$ cat src/sv/mulaw_bitcrush_sample_hold_top_assert.svh
// Assertion macros for the mu-law bit crusher block.
// Taken in by the top level; depends on nothing else.
`ifndef MULAW_BITCRUSH_SAMPLE_HOLD_TOP_ASSERT_SVH
`define MULAW_BITCRUSH_SAMPLE_HOLD_TOP_ASSERT_SVH

// The consequent must hold in the same cycle as the antecedent.
`define MBSH_ASSERT_SAME(label, clk, rst_n, ante, cons) \
    label: assert property (@(posedge clk) disable iff (!rst_n) (ante) |-> (cons)) \
        else $error("mbsh assertion failed");

// The consequent must hold in the cycle after the antecedent.
`define MBSH_ASSERT_NEXT(label, clk, rst_n, ante, cons) \
    label: assert property (@(posedge clk) disable iff (!rst_n) (ante) |=> (cons)) \
        else $error("mbsh assertion failed");

`endif

$ cat src/sv/mbsh_pkg.sv
// Shared types and constants for the mu-law bit crusher block.
// Used by the channel interfaces, the divider and the top level.
package mbsh_pkg;

    localparam int SAMPLE_W   = 24;
    localparam int CFG_IDX_W  = 2;
    localparam int CFG_DATA_W = 17;
    localparam int HOLD_W     = 8;
    localparam int LEVELS_W   = 17;
    localparam int RATE_W     = 16;
    localparam int WET_W      = 17;
    localparam int CNT_W      = 9;
    localparam int V_W        = 41;
    localparam int DIV_W      = 52;
    localparam int DIVISOR_W  = 17;
    localparam int MUL_W      = 34;
    localparam int PROD_W     = 66;
    localparam int ACC_W      = 56;
    localparam int BLUR_W     = 31;

    localparam logic [BLUR_W-1:0]    GOLDEN_Q31 = 31'd1327217885;
    localparam logic [WET_W-1:0]     WET_FULL   = 17'd65536;
    // Reciprocal of 255 scaled by 2^39; exact for any 32-bit dividend.
    localparam logic [31:0]          MU_RECIP   = 32'h8080_8081;

    // Sequencer states.
    typedef enum logic [4:0] {
        ST_IDLE,
        ST_MAG,
        ST_NORM,
        ST_LOG,
        ST_KMUL,
        ST_KDIV,
        ST_DIVW1,
        ST_EXPSET,
        ST_POW,
        ST_EXPAND,
        ST_SLOPE,
        ST_BLUR,
        ST_BL1,
        ST_BL2,
        ST_BL3,
        ST_MX0,
        ST_MX1,
        ST_MX2,
        ST_DONE
    } state_t;

    // Configuration register indexes.
    typedef enum logic [CFG_IDX_W-1:0] {
        CFG_HOLD_PERIOD  = 2'd0,
        CFG_QUANT_LEVELS = 2'd1,
        CFG_RATE_SCALE   = 2'd2,
        CFG_WET_MIX      = 2'd3
    } cfg_idx_t;

    // Request to the shared divider.
    typedef struct packed {
        logic                 start;
        logic [DIV_W-1:0]     dividend;
        logic [DIVISOR_W-1:0] divisor;
    } div_req_t;

    // Status and result of the shared divider.
    typedef struct packed {
        logic             busy;
        logic             done;
        logic [DIV_W-1:0] quotient;
    } div_rsp_t;

endpackage

$ cat src/sv/mbsh_div.sv
// Restoring shift-subtract divider, one quotient bit per cycle.
// Depends on mbsh_pkg for the request and status structs.
module mbsh_div (
    input  logic               clk,
    input  logic               rst_n,
    input  mbsh_pkg::div_req_t req,
    output mbsh_pkg::div_rsp_t rsp
);
    import mbsh_pkg::*;

    localparam int STEP_W = $clog2(DIV_W);
    localparam logic [STEP_W-1:0] LAST_STEP = STEP_W'(DIV_W - 1);

    logic                 busy_reg, busy_next;
    logic                 done_reg, done_next;
    logic [STEP_W-1:0]    step_reg, step_next;
    logic [DIVISOR_W-1:0] rem_reg, rem_next;
    logic [DIVISOR_W-1:0] dsr_reg, dsr_next;
    logic [DIV_W-1:0]     q_reg, q_next;
    logic [DIVISOR_W:0]   trial;
    logic                 ge;

    // One trial subtraction per cycle; quotient bits shift in from the right.
    always_comb
    begin
        trial     = {rem_reg, q_reg[DIV_W-1]};
        ge        = trial >= {1'b0, dsr_reg};
        busy_next = busy_reg;
        done_next = 1'b0;
        step_next = step_reg;
        rem_next  = rem_reg;
        dsr_next  = dsr_reg;
        q_next    = q_reg;
        if (req.start)
        begin
            busy_next = 1'b1;
            step_next = '0;
            rem_next  = '0;
            dsr_next  = req.divisor;
            q_next    = req.dividend;
        end
        else if (busy_reg)
        begin
            rem_next  = ge ? DIVISOR_W'(trial - {1'b0, dsr_reg}) : trial[DIVISOR_W-1:0];
            q_next    = {q_reg[DIV_W-2:0], ge};
            step_next = step_reg + 1'b1;
            if (step_reg == LAST_STEP)
            begin
                busy_next = 1'b0;
                done_next = 1'b1;
            end
        end
    end

    always_ff @(posedge clk or negedge rst_n)
    begin
        if (!rst_n)
        begin
            busy_reg <= 1'b0;
            done_reg <= 1'b0;
            step_reg <= '0;
        end
        else
        begin
            busy_reg <= busy_next;
            done_reg <= done_next;
            step_reg <= step_next;
        end
    end

    always_ff @(posedge clk)
    begin
        rem_reg <= rem_next;
        dsr_reg <= dsr_next;
        q_reg   <= q_next;
    end

    assign rsp.busy     = busy_reg;
    assign rsp.done     = done_reg;
    assign rsp.quotient = q_reg;

endmodule

$ cat config.mk
export PLATFORM = sky130hd
export DESIGN_NAME = mbsh_div
export DESIGN_NICKNAME = d
export VERILOG_FILES = /design/src/sv/mulaw_bitcrush_sample_hold_top_assert.svh /design/src/sv/mbsh_pkg.sv /design/src/sv/mbsh_div.sv
export SDC_FILE = /design/constraint.sdc
export NUM_CORES = 1
export LEC_CHECK = 0
export BUFFER_PORTS_ARGS = -buffer_cell sky130_fd_sc_hd__buf_4
export CELL_PAD_IN_SITES_DETAIL_PLACEMENT = 1
export CELL_PAD_IN_SITES_GLOBAL_PLACEMENT = 1
export CORE_ASPECT_RATIO = 0.5
export CORE_MARGIN = 1.5
export CORE_UTILIZATION = 42
export DETAILED_ROUTE_END_ITERATION = 8
export PLACE_DENSITY_LB_ADDON = 0.1
export SLEW_MARGIN = 20
export SYNTH_ARGS = -nofsm -noshare
export SYNTH_HDL_FRONTEND = slang
export SYNTH_SLANG_ARGS = --single-unit
$ cat constraint.sdc
create_clock -name clk -period 2.7 [get_ports clk]
set_input_delay 0.27 -clock clk [delete_from_list [all_inputs] [get_ports clk]]
set_output_delay 0.27 -clock clk [all_outputs]
set_load 0.02 [all_outputs]
# --- Yosys cells after proc, flatten, opt, wreduce, memory -nomap -nowiden ---
# Index checks and enable logic that the tools add are counted.
# W data, S select, Z words.
totals:
  register_bits: 94
  in_bits: 72
  output_inout_bits: 54
op_classes:
  add_sub_neg: 2
  n_lt_le_gt_ge: 1
  n_eq_ne: 1
  n_mux: 11
  n_reduce_logical: 1
op_table:
  columns: ["cell", "n"]
  rows:
  - ["$mux W52", 2]
  - ["$ge A18 B17 Y1", 1]
  - ["$mux W17", 1]
  - ["$sub A17 B17 Y17", 1]
  - ["$mux W6", 2]
  - ["$add A6 B1 Y6 const B", 1]
  - ["$eq A6 B6 Y1 const B", 1]
  - ["$mux W1", 6]
  - ["$reduce_bool A2 Y1", 1]

# --- Depth between registers and ports, before layout ---
depth:
  word_depth: 4
  mapped_depth: 11
  depth_no_buf: 10

# --- Least setup slack after synthesis ---
# Ideal clock, no wire load.
synth_path:
  kind: "register -> register"
  from: "reg q_reg[51]"
  to: "reg q_reg[0] (data pin)"
  setup_time_ns: 0.260
  arrival_time_ns: 2.396
  required_time_ns: 2.440
  path_slack_ns: 0.044
  path_stages_with_launch: 11
  n_path_buf: 1
  synth_period_minus_slack_ns: 2.656
  cell_sequence: "edfxtp_1 > inv_1 > ha_1 > inv_1 > fa_1 > a211oi_1 > o21a_1 > o22ai_2 > a21o_1 > buf_2 > mux2_2"
synth_between:
  elab_chain_len: 3
synth_rtl:
  columns: ["element", "line_no", "source"]
  rows:
  - ["start, declared", "mbsh_div.sv:19", "logic [DIV_W-1:0] q_reg, q_next;"]
  - ["start signal, assigned", "mbsh_div.sv:75", "q_reg <= q_next;"]
  - ["$ge A18 B17 Y1", "mbsh_div.sv:27", "ge = trial >= {1'b0, dsr_reg};"]
  - ["$mux W52", "mbsh_div.sv:42", "else if (busy_reg)"]
  - ["$mux W52", "mbsh_div.sv:34", "if (req.start)"]
  - ["via q_next[0]", "mbsh_div.sv:19", null]
# The timed path passes the listed nets, and every way through them passes these cells. The select of a mux whose other input is x is not followed.
# A chain may end at the register's enable or synchronous reset.

# --- Final worst setup path ---
layout_path:
  from: "reg q_reg[51]"
  to: "reg rem_reg[1]"
layout_between:
  elab_chain_len: 2
layout_rtl:
  columns: ["element", "line_no", "source"]
  rows:
  - ["$sub A17 B17 Y17 or $ge A18 B17 Y1 (tied branches)", "mbsh_div.sv:44, mbsh_div.sv:27", null]
  - ["$mux W17 (*)", "mbsh_div.sv:44", "rem_next = ge ? DIVISOR_W'(trial - {1'b0, dsr_reg}) : trial[DIVISOR_W-1:0];"]
  - ["end signal, assigned", "mbsh_div.sv:73", "rem_reg <= rem_next;"]
  - ["end, declared", "mbsh_div.sv:17", "logic [DIVISOR_W-1:0] rem_reg, rem_next;"]
# Every way passes the cells marked *; elsewhere a longest branch is shown, timed or not.

==> flow_summary.json <==
{
  "fin_crit_ns": 2.475,
  "hold_depth": 1,
  "power_leakage_nw": 2.611,
  "synthesis.area_um2": 4801,
  "rows": 27,
  "place_area_um2": 5931,
  "avgSynthCellArea_um2": 12.31,
  "crit_chain": "inv_1, ha_1, inv_1, fa_2, a211oi_2, o21a_1, o22ai_2, a21o_1, buf_4, mux2i_1, a211oi_1",
  "layout_commonest_cell": "buf_4",
  "synth_fa_ha_area_share_pct": 5.108,
  "clk_path_buf_depth": 2,
  "nNetsFinal": 610,
  "cts-root-buf": "clkbuf_16",
  "die_w_um": 154.2,
  "wire_per_inst_um": 18.24,
  "critical_path_class": "reg2reg",
  "whs_ns": 0.1021,
  "rsz0062_at_grt": "no",
  "cts_tree": "built",
  "drive_gt1_share_pct": 41.22,
  "cap_violations": 0,
  "most-common-layout-cells": "buf_4 (135), edfxtp_1 (69), mux2_2 (52)",
  "cp.arrival_ns": 2.73,
  "power_density_nw_per_um2": 586.2,
  "yosys_register_bits": 94,
  "clkSinkCount": 94,
  "yosysWarnings": 0,
  "regToRegStartpoint": "q_reg[51]",
  "final_max_slew_viol_count": 0,
  "fin_crit_sh_pct": 91.66,
  "synth_async_sr_flop_share_pct": 8.511,
  "grt_start_max_net_pins": 60,
  "worstReg2RegEnd": "rem_reg[1]",
  "required_ns": 2.95,
  "clk_latency_ns": 0.35,
  "grt.overflow.total": 0,
  "synth_xor_area_share_pct": 2.372,
  "synth.area.mux_share_pct": 14.07,
  "synthFlopType": "edfxtp_1",
  "final_area_um2": 6240,
  "final_core_util_pct": 56.48,
  "cpPeakStageDelay_ns": 0.38,
  "worst_setup_path_end_kind": "flip-flop",
  "start_kind": "flip-flop",
  "irDropWorstVdd_uv": 299.7,
  "cp_common_cell": "inv_1",
  "synth_cell_types": 56,
  "cp-startpoint": "q_reg[51]",
  "finClkSkew_ns": 0.008385,
  "p_total_w": 0.003658,
  "crit_path_max_fanout": 6,
  "ant_nets": 0,
  "wl_um": 12220,
  "worst_pin_slew_ns": 0.5718,
  "hold_path_end": "dsr_reg[10]",
  "antenna_found_initial": 1,
  "rrSetupSlack_ns": 0.23,
  "areaGrowthSynthToFinish_pct": 29.97,
  "core_um2": 11050,
  "synth_compound_area_share_pct": 11.02,
  "dpl.hpwl_um": 9067,
  "grt_pass1_wl_um": 19750,
  "vias": 3537,
  "holdCritStartpoint": "req[10]",
  "synth_cells": 390,
  "cts-buffers-inserted": 9,
  "synth.area.top_cells": "edfxtp_1 (43%), mux2_2 (12%), dfxtp_1 (7.1%)",
  "gp_congestion": 0.7753,
  "io_pins": 126,
  "drcViolationCount": 0,
  "synth_edf_count": 69,
  "synth_area_leader_cell": "edfxtp_1",
  "synth_top_family_by_area": "multiplexers",
  "cpMaxStageDelayCell": "edfxtp_1",
  "grt_pass1_vias": 3876,
  "portBuffers": 125,
  "start_util_pct": 43.46,
  "cts.clk_slew.worst_paths_ns": 0.07,
  "htree_num_levels": 3,
  "die_y_um": 78.60,
  "setup_tns_ns": 0,
  "hold_viol_final": 0,
  "dr.pass1.iters": 4,
  "vias_per_cell": 5.279,
  "yosys.area_share.simple_pct": 9.017,
  "largest_register_ff_count": 52,
  "synth_nets": 481,
  "slew_headroom_pct": 61.65,
  "status": "completed",
  "finalSetupViolCount": 0,
  "fmax_mhz": 404.1,
  "drtIter0Drc": 132,
  "r2r_cells": 11,
  "die_area_um2": 12120,
  "synth_seq_area_share_pct": 54.42,
  "yosys.area.top_type_share_pct": 43.16,
  "grtUsageTotal_pct": 21.19,
  "hold_path_class": "in2reg"
}
==> per-layer routing <==
layer	global-route usage, %	up-vias	share of wire (%)
met1	23.96	1725	43
met5	0	-	0
met3	10.10	6	8.2
met2	36.88	75	48
met4	4.078	0	0.70
li1	-	1731	-
==> cell families (layout without fill, tap and decap cells) <==
| kind of cell | count (synthesis) | count (layout) |
|---|---|---|
| AOI/OAI and AO/OA | 76 | 76 |
| buffers and inverters | 44 | 178 |
| muxes | 61 | 61 |
| and+or+nand+nor | 83 | 83 |
| adders and majority gates | 19 | 19 |
| other | 0 | 1 |
| DFF | 94 | 94 |
| xor gates and xnor gates | 13 | 13 |
==> cells in the mapped netlist, types with 2 or more instances <==
cell type and instances:
inv_1 23, a21oi_2 2, clkbuf_1 13, nand4_1 7, nand2_1 21, buf_4 2, a211o_1 2, nor2_1 24
nor3b_1 2, mux2_2 52, o211ai_1 3, nor3_1 2, a21oi_1 17, o311ai_0 4, o21ai_0 14, xor2_1 8
nand3_1 5, mux2i_1 9, and3_4 2, buf_6 2, o21a_1 4, or3_1 5, edfxtp_1 69, nand2b_1 3
dfrtp_1 8, nand4b_1 3, ha_1 18, buf_2 3, dfxtp_1 17, a311oi_1 3, xnor2_1 5, a21o_1 4
a211oi_1 10, o31ai_1 2
==> stage by stage <==
stage | cells | worst slack (ns)
2_1_floorplan | 390 | 0.04400
3_3_place_gp | 651 | 0.1475
5_1_grt | 669 | 0.02838
6_report | 670 | 0.2252
3_5_place_dp | 651 | 0.07879
4_1_cts | 668 | 0.04910
==> worst max path at each step <==
stage | end | slack (ns) | cells after the start
CTS | rem_reg[8] | 0.05 | 11
detailed placement | rem_reg[8] | 0.08 | 11
floorplan | q_reg[0] | 0.04 | 10
finish | rem_reg[1] | 0.23 | 11
global placement | rem_reg[8] | 0.15 | 11
global route | rem_reg[12] | 0.03 | 11
==> what timing repair did <==
item	in CTS	in global routing
buffers inserted	0	1
endpoints found under the hold margin	8	0
hold buffers	1	0
resized for setup	0	4
endpoints found under the setup margin	0	14
==> layout make-up <==
class	count	area [um^2]
Fill cell	1178	4807
Sequential cell	94	2613
Multi-Input combinational cell	252	2007
Timing Repair Buffer	139	1075
Clock buffer	10	229.0
Tap cell	145	181.4
Inverter	23	86.33
Clock inverter	6	46.29
Antenna cell	1	2.502
==> worst max-delay path, delay by kind of cell, from the launching register on <==
| family | cells | cell delay [ns] |
|---|---|---|
| mux | 1 | 0.12 |
| compound gates | 5 | 1.00 |
| buf+inv | 3 | 0.35 |
| fa+ha+maj | 2 | 0.54 |
| flops | 1 | 0.38 |
==> report_power, final <==
part           internal (W)  switching [W]
registers           0.00169      0.0000676
clock network      0.000630       0.000563
logic              0.000353       0.000357
total               0.00267       0.000987
(Power assumes the default switching activity.)
